File: src/sv/ftc_pkg.sv
// Shared types, constants and a helper function for the FASTA transition counter.
`default_nettype none

package ftc_pkg;

    localparam int COUNT_WIDTH   = 32;
    localparam int CONTEXT_BASES = 3;
    localparam int HIST_W        = 2 * CONTEXT_BASES;
    localparam int IDX_W         = HIST_W + 2;
    localparam int NUM_COUNTERS  = 1 << IDX_W;
    localparam int REGION_W      = 2;
    localparam int VALUE_W       = 32;

    localparam int QUEUE_DEPTH = 4;
    localparam int QPTR_W      = $clog2(QUEUE_DEPTH);

    localparam int S_DATA_W = 16;
    localparam int M_DATA_W = 40;

    localparam logic [7:0] CHR_GT = 8'h3E;
    localparam logic [7:0] CHR_LF = 8'h0A;
    localparam logic [7:0] CHR_CR = 8'h0D;

    localparam logic [1:0] STAT_OK      = 2'd0;
    localparam logic [1:0] STAT_INVALID = 2'd1;
    localparam logic [1:0] STAT_IGNORED = 2'd2;

    localparam logic OP_FEED = 1'b0;
    localparam logic OP_READ = 1'b1;

    typedef enum logic [1:0] {
        MODE_WAIT   = 2'd0,
        MODE_HEADER = 2'd1,
        MODE_SEQ    = 2'd2
    } parse_mode_t;

    typedef enum logic [1:0] {
        CLS_BASE = 2'd0,
        CLS_DROP = 2'd1,
        CLS_SKIP = 2'd2,
        CLS_BAD  = 2'd3
    } byte_cls_t;

    typedef struct packed {
        byte_cls_t  cls;
        logic [1:0] code;
    } byte_class_t;

    typedef enum logic [1:0] {
        CMD_NONE = 2'd0,
        CMD_READ = 2'd1,
        CMD_INC  = 2'd2
    } cmd_kind_t;

    typedef struct packed {
        cmd_kind_t        kind;
        logic [IDX_W-1:0] idx;
        logic [1:0]       status;
    } cmd_t;

    function automatic byte_class_t classify(input logic [7:0] b);
        byte_class_t r;
        r.code = 2'd0;
        case (b)
            "A", "a": r.cls = CLS_BASE;
            "C", "c":
            begin
                r.cls  = CLS_BASE;
                r.code = 2'd1;
            end
            "G", "g":
            begin
                r.cls  = CLS_BASE;
                r.code = 2'd2;
            end
            "T", "t":
            begin
                r.cls  = CLS_BASE;
                r.code = 2'd3;
            end
            "Y", "y", "R", "r", "S", "s", "W", "w", "M", "m", "K", "k",
            "H", "h", "B", "b", "V", "v", "D", "d", "N", "n", "-":
                r.cls = CLS_DROP;
            CHR_CR, CHR_LF: r.cls = CLS_SKIP;
            default: r.cls = CLS_BAD;
        endcase
        return r;
    endfunction

endpackage

`default_nettype wire

File: src/sv/ftc_queue.sv
// Short command queue between the parser and the counter engine.
`default_nettype none

module ftc_queue (
    input  wire logic          clk,
    input  wire logic          rst_n,
    input  wire logic          push,
    input  wire ftc_pkg::cmd_t push_cmd,
    output logic               full,
    input  wire logic          pop,
    output logic               not_empty,
    output ftc_pkg::cmd_t      head_cmd
);

    ftc_pkg::cmd_t               store [ftc_pkg::QUEUE_DEPTH];
    logic [ftc_pkg::QPTR_W-1:0]  wr_ptr_reg, rd_ptr_reg;
    logic [ftc_pkg::QPTR_W:0]    count_reg, count_next;

    assign full      = (count_reg == (ftc_pkg::QPTR_W+1)'(ftc_pkg::QUEUE_DEPTH));
    assign not_empty = (count_reg != '0);
    assign head_cmd  = store[rd_ptr_reg];

    always_comb
    begin
        count_next = count_reg;
        case ({push, pop})
            2'b10:   count_next = count_reg + 1'b1;
            2'b01:   count_next = count_reg - 1'b1;
            default: count_next = count_reg;
        endcase
    end

    always_ff @(posedge clk)
    begin
        if (push)
        begin
            store[wr_ptr_reg] <= push_cmd;
        end
    end

    always_ff @(posedge clk or negedge rst_n)
    begin
        if (!rst_n)
        begin
            wr_ptr_reg <= '0;
            rd_ptr_reg <= '0;
            count_reg  <= '0;
        end
        else
        begin
            if (push) wr_ptr_reg <= wr_ptr_reg + 1'b1;
            if (pop)  rd_ptr_reg <= rd_ptr_reg + 1'b1;
            count_reg <= count_next;
        end
    end

`ifndef NO_ASSERTIONS
    a_no_overflow: assert property (@(posedge clk) disable iff (!rst_n) push |-> !full)
        else $error("queue push while full");
    a_no_underflow: assert property (@(posedge clk) disable iff (!rst_n) pop |-> not_empty)
        else $error("queue pop while empty");
`endif

endmodule

`default_nettype wire

File: config.mk
export PLATFORM = sky130hd
export DESIGN_NAME = ftc_queue
export DESIGN_NICKNAME = d
export VERILOG_FILES = /design/src/sv/ftc_pkg.sv /design/src/sv/ftc_queue.sv
export SDC_FILE = /design/constraint.sdc
export NUM_CORES = 1
export LEC_CHECK = 0
export ABC_AREA = 1
export BUFFER_PORTS_ARGS = -buffer_cell sky130_fd_sc_hd__buf_2
export CAP_MARGIN = 15
export CORE_UTILIZATION = 51
export DETAILED_ROUTE_END_ITERATION = 6
export GPL_TIMING_DRIVEN = 0
export MAX_ROUTING_LAYER = met4
export PLACE_DENSITY = 0.74
export SYNTH_ARGS = -nofsm -noshare
export SYNTH_HDL_FRONTEND = slang
export SYNTH_SLANG_ARGS = --single-unit
File: constraint.sdc
create_clock -name clk -period 1.4 [get_ports clk]
set_clock_uncertainty 0.1 [all_clocks]
set_input_delay 0.28 -clock clk [delete_from_list [all_inputs] [get_ports clk]]
set_output_delay 0.28 -clock clk [all_outputs]
set_load 0.03 [all_outputs]
==> impl_results.md <==
- WL met2: between 2 and 2.5 mm
- Async set-or-reset flop fraction in the synthesized netlist: 0.127
- First DRT Iteration DRCs: slightly below 100
- Initial antenna violation count: 0
- Fin crit share: 1.30
- Endpoints failing setup: 14
- HPWL Detailed: approximately 2.8 mm
- I/O pin cnt: 30
- Run status: finished with violations
- Min-Delay Path Class: input port to register
- Synth Flop Type: edfxtp_1
- Peak VDD IR: roughly 1.1 mV
- CTS tree: done
- Die X: ~70 um
- Max Transition Viols Final: 0
- Clk root buf: clkbuf_8
- Library cells used by synthesis: 17
- DRT Wirelength: 4.57 mm
- Cell count after synthesis: around 190
- Initial core utilization: 0.537
- Overflow after GRT: 0
- Max clock buf depth: 2
- Power Dens Cells: 2290 nW/um^2
- Failing checks: negative setup slack
- Synthesized flop and latch total: 55
- Pre-CTS setup slack: -0.190 ns
- Max-cap viol count: 0
- Hold slack: around 0.075 ns
- Synth Net Count: 211
- Crit path required time: around 1.0 ns
- Static Leak: ~1.2 nW
- Crit Path Category: register to primary output
- Port Buffer Count: 28
- Antenna cells: 0
- DR pass1 iterations: 4
- Core Util, Final: 0.679
- # clock sinks: between 50 and 60
- Pin count of the biggest net entering global routing: 18
- CTS clk-pin slew, worst paths: around 0.1 ns
- Number of synthesis warnings: 0
- Mean post-synth cell area: roughly 12 um^2
- Num CTS Buffers: 5
- Final hold violation count: 0
- Area Growth Syn to Fin: 26.6%
- Setup ws final: -0.417 ns
- Clk Latency, worst-skew pair: between 0.3 and 0.4 ns
- Total GRT Usage: 0.212
- Top sig layer: met4
- Slew @ Worst Pin: just under 0.2 ns
- Global-route wire length before repair: 7.45 mm
- Wire length on met1: 1.92 mm
- RSZ-0062 raised after global routing: yes
- Register area share after synthesis: 0.687
- Avg WL per Cell: roughly 16 um
- Crit. End Element: primary output
- Via count: 1476
- Post-route ant nets: 0
- Vias in the first global route: roughly 1500
- Rows: 24
- Die area: 4890 um^2
- Via/cell ratio: around 5.1
- Critical Path AT: between 1 and 1.5 ns
- Largest register FFs: 48
- Period minus WS final: 1.82 ns
- Synth Cell Area: about 2400 um^2
- H-tree levels: 2
- Die Span Y: between 60 and 70 um
- Met3 WL post-DR: about 130 um
- RD Place Congestion: approximately 0.74
- Setup total negative slack: -4.58 ns
- DRC: 0
- Fmax: approximately 0.55 GHz
- # nets final: around 260
- Rel. slew slack: 0.870
- Crit-path max FO: 10
- CP startpoint kind: register
- Layout cell share with drive strength beyond 1: 0.328
- Core Region: ~4400 um^2
- Post-synth EDFFs: 48
cell type report:
class                           instances  area [um^2]
Sequential cell                        55         1620
Fill cell                             310         1410
Multi-Input combinational cell         87          549
Timing Repair Buffer                   41          373
Inverter                               38          158
Buffer                                  9          105
Clock buffer                            5         68.8
Tap cell                               52         65.1
Clock inverter                          3         42.5
metrics by stage:
stage	std cells	area [um^2]	total power [mW]
6_report	290	2980	6.81
5_1_grt	290	2980	7.18
4_1_cts	286	2920	6.63
3_5_place_dp	269	2580	4.93
3_3_place_gp	269	2580	4.89
2_1_floorplan	189	2380	4.20
cells in the final DEF, fill, tap and decap left out, types with 4 or more instances in the layout:
| master | n |
|---|---|
| buf_6 | 20 |
| buf_2 | 14 |
| clkinvlp_4 | 4 |
| inv_1 | 26 |
| nand2_1 | 44 |
| clkbuf_8 | 5 |
| dfrtp_1 | 7 |
| o211ai_1 | 23 |
| edfxtp_1 | 48 |
| inv_2 | 8 |
| buf_4 | 9 |
report_power, final:
part	leakage (nW)	switching [mW]	internal [mW]
sequential	0.524	0.160	2.17
clock	0.0562	0.529	0.534
combinational	0.665	1.94	1.48
critical path: stages (launching register included):
cell and delay, ns:
dfrtp_1 0.40, buf_6 0.14, buf_8 0.14, o211ai_1 0.19, nand2_1 0.11, buf_6 0.15
kinds of logic after synthesis:
kind of cell             Yosys count  share of synthesized area
flip-flops                        55                      0.687
buffers and inverters             47                     0.0957
adder cells (fa/ha/maj)            6                     0.0351
AND/OR/NAND/NOR                   51                     0.0840
AO/OA/AOI/OAI                     26                     0.0830
XOR/XNOR                           4                     0.0149
per-layer routing:
| layer | vias up | GRT usage |
|---|---|---|
| met5 | - | - |
| met4 | 0 | 0.0778 |
| met3 | 8 | 0.0534 |
| met2 | 26 | 0.341 |
| met1 | 714 | 0.262 |
| li1 | 728 | - |
final timing paths:
check	depth (start not counted)	to	slack (ns)	from
min reg2reg	2	count_reg[2]$_DFFE_PN0P_	0.41	count_reg[2]$_DFFE_PN0P_
min in group asynchronous	2	wr_ptr_reg[1]$_DFFE_PN0P_	0.22	rst_n
max reg2reg	7	count_reg[2]$_DFFE_PN0P_	0	count_reg[0]$_DFFE_PN0P_
max	5	head_cmd[11]	-0.42	rd_ptr_reg[0]$_DFFE_PN0P_
max in group asynchronous	2	count_reg[2]$_DFFE_PN0P_	0.82	rst_n
min	1	store[1][5]$_DFFE_PP_	0.08	push_cmd[5]
cell usage after synthesis, types with 2 or more instances:
library cell  count  area share
o21ai_0           2      0.0043
buf_2             3      0.0064
dfrtp_1           7       0.074
xor2_1            3       0.011
nand3_1           2      0.0043
edfxtp_1         48        0.61
ha_1              5       0.027
inv_1            37       0.059
buf_6             6       0.029
nand2_1          47       0.075
o211ai_1         23       0.073
timing repair:
action	CTS	global route
endpoints found under the hold margin	7	0
buffers inserted	8	4
endpoints found under the setup margin	62	60
hold buffers	1	0
pin swaps	22	15
resized for setup	39	12
Power figures use the tool's default switching activity.
