## src/sv/ftc_pkg.sv

```systemverilog
// Shared types, constants and a helper function for the FASTA transition counter.
`default_nettype none

package ftc_pkg;

    localparam int COUNT_WIDTH   = 32;
    localparam int CONTEXT_BASES = 3;
    localparam int HIST_W        = 2 * CONTEXT_BASES;
    localparam int IDX_W         = HIST_W + 2;
    localparam int NUM_COUNTERS  = 1 << IDX_W;
    localparam int REGION_W      = 2;
    localparam int VALUE_W       = 32;

    localparam int QUEUE_DEPTH = 4;
    localparam int QPTR_W      = $clog2(QUEUE_DEPTH);

    localparam int S_DATA_W = 16;
    localparam int M_DATA_W = 40;

    localparam logic [7:0] CHR_GT = 8'h3E;
    localparam logic [7:0] CHR_LF = 8'h0A;
    localparam logic [7:0] CHR_CR = 8'h0D;

    localparam logic [1:0] STAT_OK      = 2'd0;
    localparam logic [1:0] STAT_INVALID = 2'd1;
    localparam logic [1:0] STAT_IGNORED = 2'd2;

    localparam logic OP_FEED = 1'b0;
    localparam logic OP_READ = 1'b1;

    typedef enum logic [1:0] {
        MODE_WAIT   = 2'd0,
        MODE_HEADER = 2'd1,
        MODE_SEQ    = 2'd2
    } parse_mode_t;

    typedef enum logic [1:0] {
        CLS_BASE = 2'd0,
        CLS_DROP = 2'd1,
        CLS_SKIP = 2'd2,
        CLS_BAD  = 2'd3
    } byte_cls_t;

    typedef struct packed {
        byte_cls_t  cls;
        logic [1:0] code;
    } byte_class_t;

    typedef enum logic [1:0] {
        CMD_NONE = 2'd0,
        CMD_READ = 2'd1,
        CMD_INC  = 2'd2
    } cmd_kind_t;

    typedef struct packed {
        cmd_kind_t        kind;
        logic [IDX_W-1:0] idx;
        logic [1:0]       status;
    } cmd_t;

    function automatic byte_class_t classify(input logic [7:0] b);
        byte_class_t r;
        r.code = 2'd0;
        case (b)
            "A", "a": r.cls = CLS_BASE;
            "C", "c":
            begin
                r.cls  = CLS_BASE;
                r.code = 2'd1;
            end
            "G", "g":
            begin
                r.cls  = CLS_BASE;
                r.code = 2'd2;
            end
            "T", "t":
            begin
                r.cls  = CLS_BASE;
                r.code = 2'd3;
            end
            "Y", "y", "R", "r", "S", "s", "W", "w", "M", "m", "K", "k",
            "H", "h", "B", "b", "V", "v", "D", "d", "N", "n", "-":
                r.cls = CLS_DROP;
            CHR_CR, CHR_LF: r.cls = CLS_SKIP;
            default: r.cls = CLS_BAD;
        endcase
        return r;
    endfunction

endpackage

`default_nettype wire

```

## src/sv/ftc_front.sv

```systemverilog
// Front end: FASTA parser that classifies bytes and issues counter commands.
`default_nettype none

module ftc_front (
    input  wire logic                clk,
    input  wire logic                rst_n,
    input  wire logic                accept,
    input  wire logic                operation,
    input  wire logic [7:0]          text_byte,
    input  wire logic [ftc_pkg::IDX_W-1:0] count_index,
    output ftc_pkg::cmd_t            cmd
);

    ftc_pkg::parse_mode_t                mode_reg, mode_next;
    logic [ftc_pkg::HIST_W-1:0]          hist_reg, hist_next;
    logic [ftc_pkg::REGION_W-1:0]        region_reg, region_next;
    logic                                err_reg, err_next;
    ftc_pkg::byte_class_t                bc;

    assign bc = ftc_pkg::classify(text_byte);

    always_comb
    begin
        mode_next = mode_reg;
        if (operation == ftc_pkg::OP_FEED && !err_reg)
        begin
            case (mode_reg)
                ftc_pkg::MODE_WAIT:
                    if (text_byte == ftc_pkg::CHR_GT) mode_next = ftc_pkg::MODE_HEADER;
                ftc_pkg::MODE_HEADER:
                    if (text_byte == ftc_pkg::CHR_LF) mode_next = ftc_pkg::MODE_SEQ;
                default:
                    if (text_byte == ftc_pkg::CHR_GT) mode_next = ftc_pkg::MODE_HEADER;
            endcase
        end
    end

    always_comb
    begin
        cmd.kind    = ftc_pkg::CMD_NONE;
        cmd.idx     = count_index;
        cmd.status  = ftc_pkg::STAT_OK;
        hist_next   = hist_reg;
        region_next = region_reg;
        err_next    = err_reg;
        if (operation == ftc_pkg::OP_READ)
        begin
            cmd.kind = ftc_pkg::CMD_READ;
        end
        else if (err_reg)
        begin
            cmd.status = ftc_pkg::STAT_IGNORED;
        end
        else
        begin
            case (mode_reg)
                ftc_pkg::MODE_WAIT, ftc_pkg::MODE_HEADER: ;
                default:
                begin
                    if (text_byte == ftc_pkg::CHR_GT)
                    begin
                        hist_next   = '0;
                        region_next = '0;
                    end
                    else if (bc.cls == ftc_pkg::CLS_BAD)
                    begin
                        cmd.status = ftc_pkg::STAT_INVALID;
                        err_next   = 1'b1;
                    end
                    else if (bc.cls == ftc_pkg::CLS_BASE)
                    begin
                        if (region_reg == ftc_pkg::REGION_W'(ftc_pkg::CONTEXT_BASES))
                        begin
                            cmd.kind = ftc_pkg::CMD_INC;
                            cmd.idx  = {hist_reg, bc.code};
                        end
                        else
                        begin
                            region_next = region_reg + 1'b1;
                        end
                        hist_next = {hist_reg[ftc_pkg::HIST_W-3:0], bc.code};
                    end
                end
            endcase
        end
    end

    always_ff @(posedge clk or negedge rst_n)
    begin
        if (!rst_n)
        begin
            mode_reg   <= ftc_pkg::MODE_WAIT;
            hist_reg   <= '0;
            region_reg <= '0;
            err_reg    <= 1'b0;
        end
        else if (accept)
        begin
            mode_reg   <= mode_next;
            hist_reg   <= hist_next;
            region_reg <= region_next;
            err_reg    <= err_next;
        end
    end

endmodule

`default_nettype wire

```

## config.mk

```make
export PLATFORM = sky130hd
export DESIGN_NAME = ftc_front
export DESIGN_NICKNAME = d
export VERILOG_FILES = /design/src/sv/ftc_pkg.sv /design/src/sv/ftc_front.sv
export SDC_FILE = /design/constraint.sdc
export NUM_CORES = 1
export LEC_CHECK = 0
export BUFFER_PORTS_ARGS = -buffer_cell sky130_fd_sc_hd__buf_2
export CAP_MARGIN = 30
export CORE_ASPECT_RATIO = 0.8
export CORE_MARGIN = 4
export CORE_UTILIZATION = 50
export CTS_BUF_LIST = sky130_fd_sc_hd__clkbuf_2 sky130_fd_sc_hd__clkbuf_4 sky130_fd_sc_hd__clkbuf_8
export CTS_CLUSTER_DIAMETER = 50
export CTS_CLUSTER_SIZE = 20
export DETAILED_ROUTE_END_ITERATION = 6
export PLACE_DENSITY = 0.81
export SETUP_SLACK_MARGIN = 0.15
export SYNTH_ARGS = -nofsm -noshare
export SYNTH_HDL_FRONTEND = slang
export SYNTH_SLANG_ARGS = --single-unit
```

## constraint.sdc

```tcl
create_clock -name clk -period 4.4 [get_ports clk]
set_input_delay 0.88 -clock clk [delete_from_list [all_inputs] [get_ports clk]]
set_output_delay 0.88 -clock clk [all_outputs]
set_load 0.005 [all_outputs]
```

==> impl_metrics.yaml <==
grt:
  grt_pass1_wl_um: 3443
  grt-ovfl-total: 0
  antenna_found_initial: 0
  grt_usage_pct: 19.41
  grt_max_degree: 13
  grt_pass1_vias: 797
clocking:
  cts_tree: "yes"
  clk-insertion-delay-late_ns: 0.27
  cts.htree.levels: 1
  post_cts_resized: 0
  cts_made_buffers: 3
  cts_hold_buffers: 0
  cts-root-buf: "clkbuf_4"
  postCtsSetupRepairBufs: 0
  clock-sinks: 11
  clk_pin_slew_ns: 0.07
  cts_buffer_depth: 2
setup_path:
  crit_chain: "buf_2 > nor4bb_1 > a21o_1 > and2_4 > nand3_2 > mux2_2 > buf_2"
  required_ns: 3.52
  max_stage_delay_ns: 0.38
  r2r-start: "err_reg"
  worstSetupEndpoint: "cmd[9]"
  r2r_slack_ns: 3.04
  cp_top_family: "simple AND/OR/NAND/NOR gates"
  criticalPathCategory: "primary input to primary output"
  path_common_cell: "buf_2"
  r2r-end: "region_reg[0]"
  critical_path.startpoint: "text_byte[0]"
  cp_max_fo: 10
  cp_num_buf_inv: 2
  critPathCaptureType: "primary output"
  cp_slowest_cell: "nor4bb_1"
  rr_worst_depth: 5
  cp.depth: 7
  worst_ep_arrival_time_ns: 2.42
  critPathLaunchType: "primary input"
finish:
  final_common_cell: "buf_2"
  largest_reg_flops: 6
  multi_input_area_um2: 545.5
  area.growth.synth_to_final_pct: 19.20
  diodes: 0
  nNetsFinal: 148
  postLayoutCoreUtil_pct: 63.37
  fillers: 155
  ff_latch_area_um2: 275.3
  final_cell_mix: "buf_2 (31), dfrtp_1 (11), mux2_2 (8)"
  layout-drive-gt1-share_pct: 37.30
sta:
  finalClockSkew_ns: 0.002890
  tns_ns: 0
  slew_headroom_pct: 68.97
  fin_crit_sh_pct: 74.92
  hold_viol: 0
  drv_slew: 0
  worstMarginPinSlew_ns: 0.4623
  rsz0062_at_grt: "false"
  fmax_mhz: 303.4
  setup_viol: 0
  period_needed_ns: 3.296
route:
  wl_met2_um: 1083
  ant_nets: 0
  routed.top_layer: "met4"
  wl_met1_um: 917
  wl_per_cell_um: 14.57
  dr_wl_met3_um: 137
  drt_pass1_iterations: 4
  avgViaCountPerCell: 5.912
  drt_iter0_drc: 23
  drc: 0
  routed_wl_um: 2156
  vias: 875
power_and_ir_drop:
  ir_worst_vdd_v: 0.0001364
  p_leak_uw: 0.0004953
  powerDensity_mw_per_mm2: 208.2
yosys:
  yosys.cell_types.count: 36
  synth-compound-area-share_pct: 19.48
  synth-edff-count: 0
  synthMuxAreaShare_pct: 10.32
  async_flop_share_pct: 100.0
  syn-cell-area_um2: 873.3
  avgSynthCellArea_um2: 8.912
  ys.flop_type: "dfrtp_1"
  ys_ff_latch: 11
  ys_warn_count: 0
  synthCells: 98
  seq_area_frac_synth_pct: 31.52
  synthSimpleGateAreaFrac_pct: 29.23
  yosys.area_share.adder_pct: 1.433
  synth_xor_xnor_area_share_pct: 2.006
  synth_top_family_by_area: "simple AND/OR/NAND/NOR gates"
  syn_nets: 119
min_path:
  hp-class: "primary input to async pin"
floorplan:
  ioPinCount: 32
  row_count: 13
  die_w_um: 54.73
  start_util_pct: 53.16
  dieArea_mm2: 0.002483
  core_area_mm2: 0.001643
  fp.dieH_um: 45.38
place:
  hpwl_um: 1700
  numPortBuffers: 31
  gp_congestion: 0.8402
run:
  drv_cap: 0
status:
  status: "finished, final reports clean"
through the flow:
stage	setup slack [ns]	instance area [µm²]	hold slack, ns	instances	total power (µW)
after floorplan	1.394	873.3	0.4623	98	125.9
after global placement	1.196	1011	0.4807	144	140.6
after detailed placement	1.110	1011	0.4923	144	141.8
after CTS	1.109	1041	0.4716	148	218.6
after global routing	1.024	1041	0.4712	148	226.3
final	1.104	1041	0.4662	148	216.7
worst register-to-register path: stages (launching register included):
cell	delay [ns]
dfrtp_1	0.38
inv_1	0.12
and3_1	0.24
nand3_1	0.16
o211ai_1	0.22
o41ai_1	0.12
Yosys cell counts (2+ instances only):
cell type | count | share of area (%)
a211oi_1 | 2 | 1.7
a21oi_1 | 3 | 1.7
a22o_1 | 6 | 6.0
a31oi_1 | 2 | 1.4
and3_1 | 4 | 2.9
buf_2 | 3 | 1.7
buf_4 | 2 | 1.7
dfrtp_1 | 11 | 32
inv_1 | 2 | 0.86
mux2_2 | 8 | 10
nand2_1 | 6 | 2.6
nand2b_1 | 3 | 2.1
nand3_1 | 5 | 2.9
nand3b_1 | 2 | 1.7
nor2_1 | 5 | 2.1
nor2b_1 | 4 | 2.9
nor3_1 | 3 | 1.7
nor3b_1 | 3 | 2.6
o211ai_1 | 2 | 1.7
o21ai_0 | 2 | 1.1
o31ai_1 | 3 | 2.6
or3b_2 | 2 | 2.0
xor2_1 | 2 | 2.0
worst min path at each step:
| stage | startpoint | end | depth (start not counted) |
|---|---|---|---|
| global route | rst_n | err_reg | 1 |
| CTS | rst_n | hist_reg[2] | 1 |
| finish | rst_n | hist_reg[2] | 1 |
| detailed placement | region_reg[0] | region_reg[0] | 1 |
| floorplan | region_reg[0] | region_reg[0] | 1 |
| global placement | region_reg[0] | region_reg[0] | 1 |
kinds of logic after synthesis:
group	count (synthesis)
multiplexers	8
AND/OR/NAND/NOR	43
adder cells (fa/ha/maj)	1
flip-flops	11
XOR/XNOR	2
buffers and inverters	9
AO/OA/AOI/OAI	24
cell type report:
cell class / instances / share of cell area, %
multi-input cells: 78 / 52.40
repair buffers: 31 / 14.90
well taps: 22 / 2.644
inverters: 2 / 0.7212
clock buffers: 4 / 2.885
flip-flops and latches: 11 / 26.44
power by group:
part / internal, µW / switching, µW / leakage, µW / total (µW)
clock network: 41.3 / 35.3 / 0.0000184 / 76.6
registers: 101 / 0 / 0.000149 / 101
logic: 19.0 / 20.1 / 0.000328 / 39.1
total: 161 / 55.5 / 0.000495 / 217
per-layer routing:
metal	global-route usage [%]	vias up
li1	-	420
met1	23.22	419
met2	33.49	31
met3	5.246	5
met4	5.970	0
met5	0	-
(Power assumes the default switching activity.)
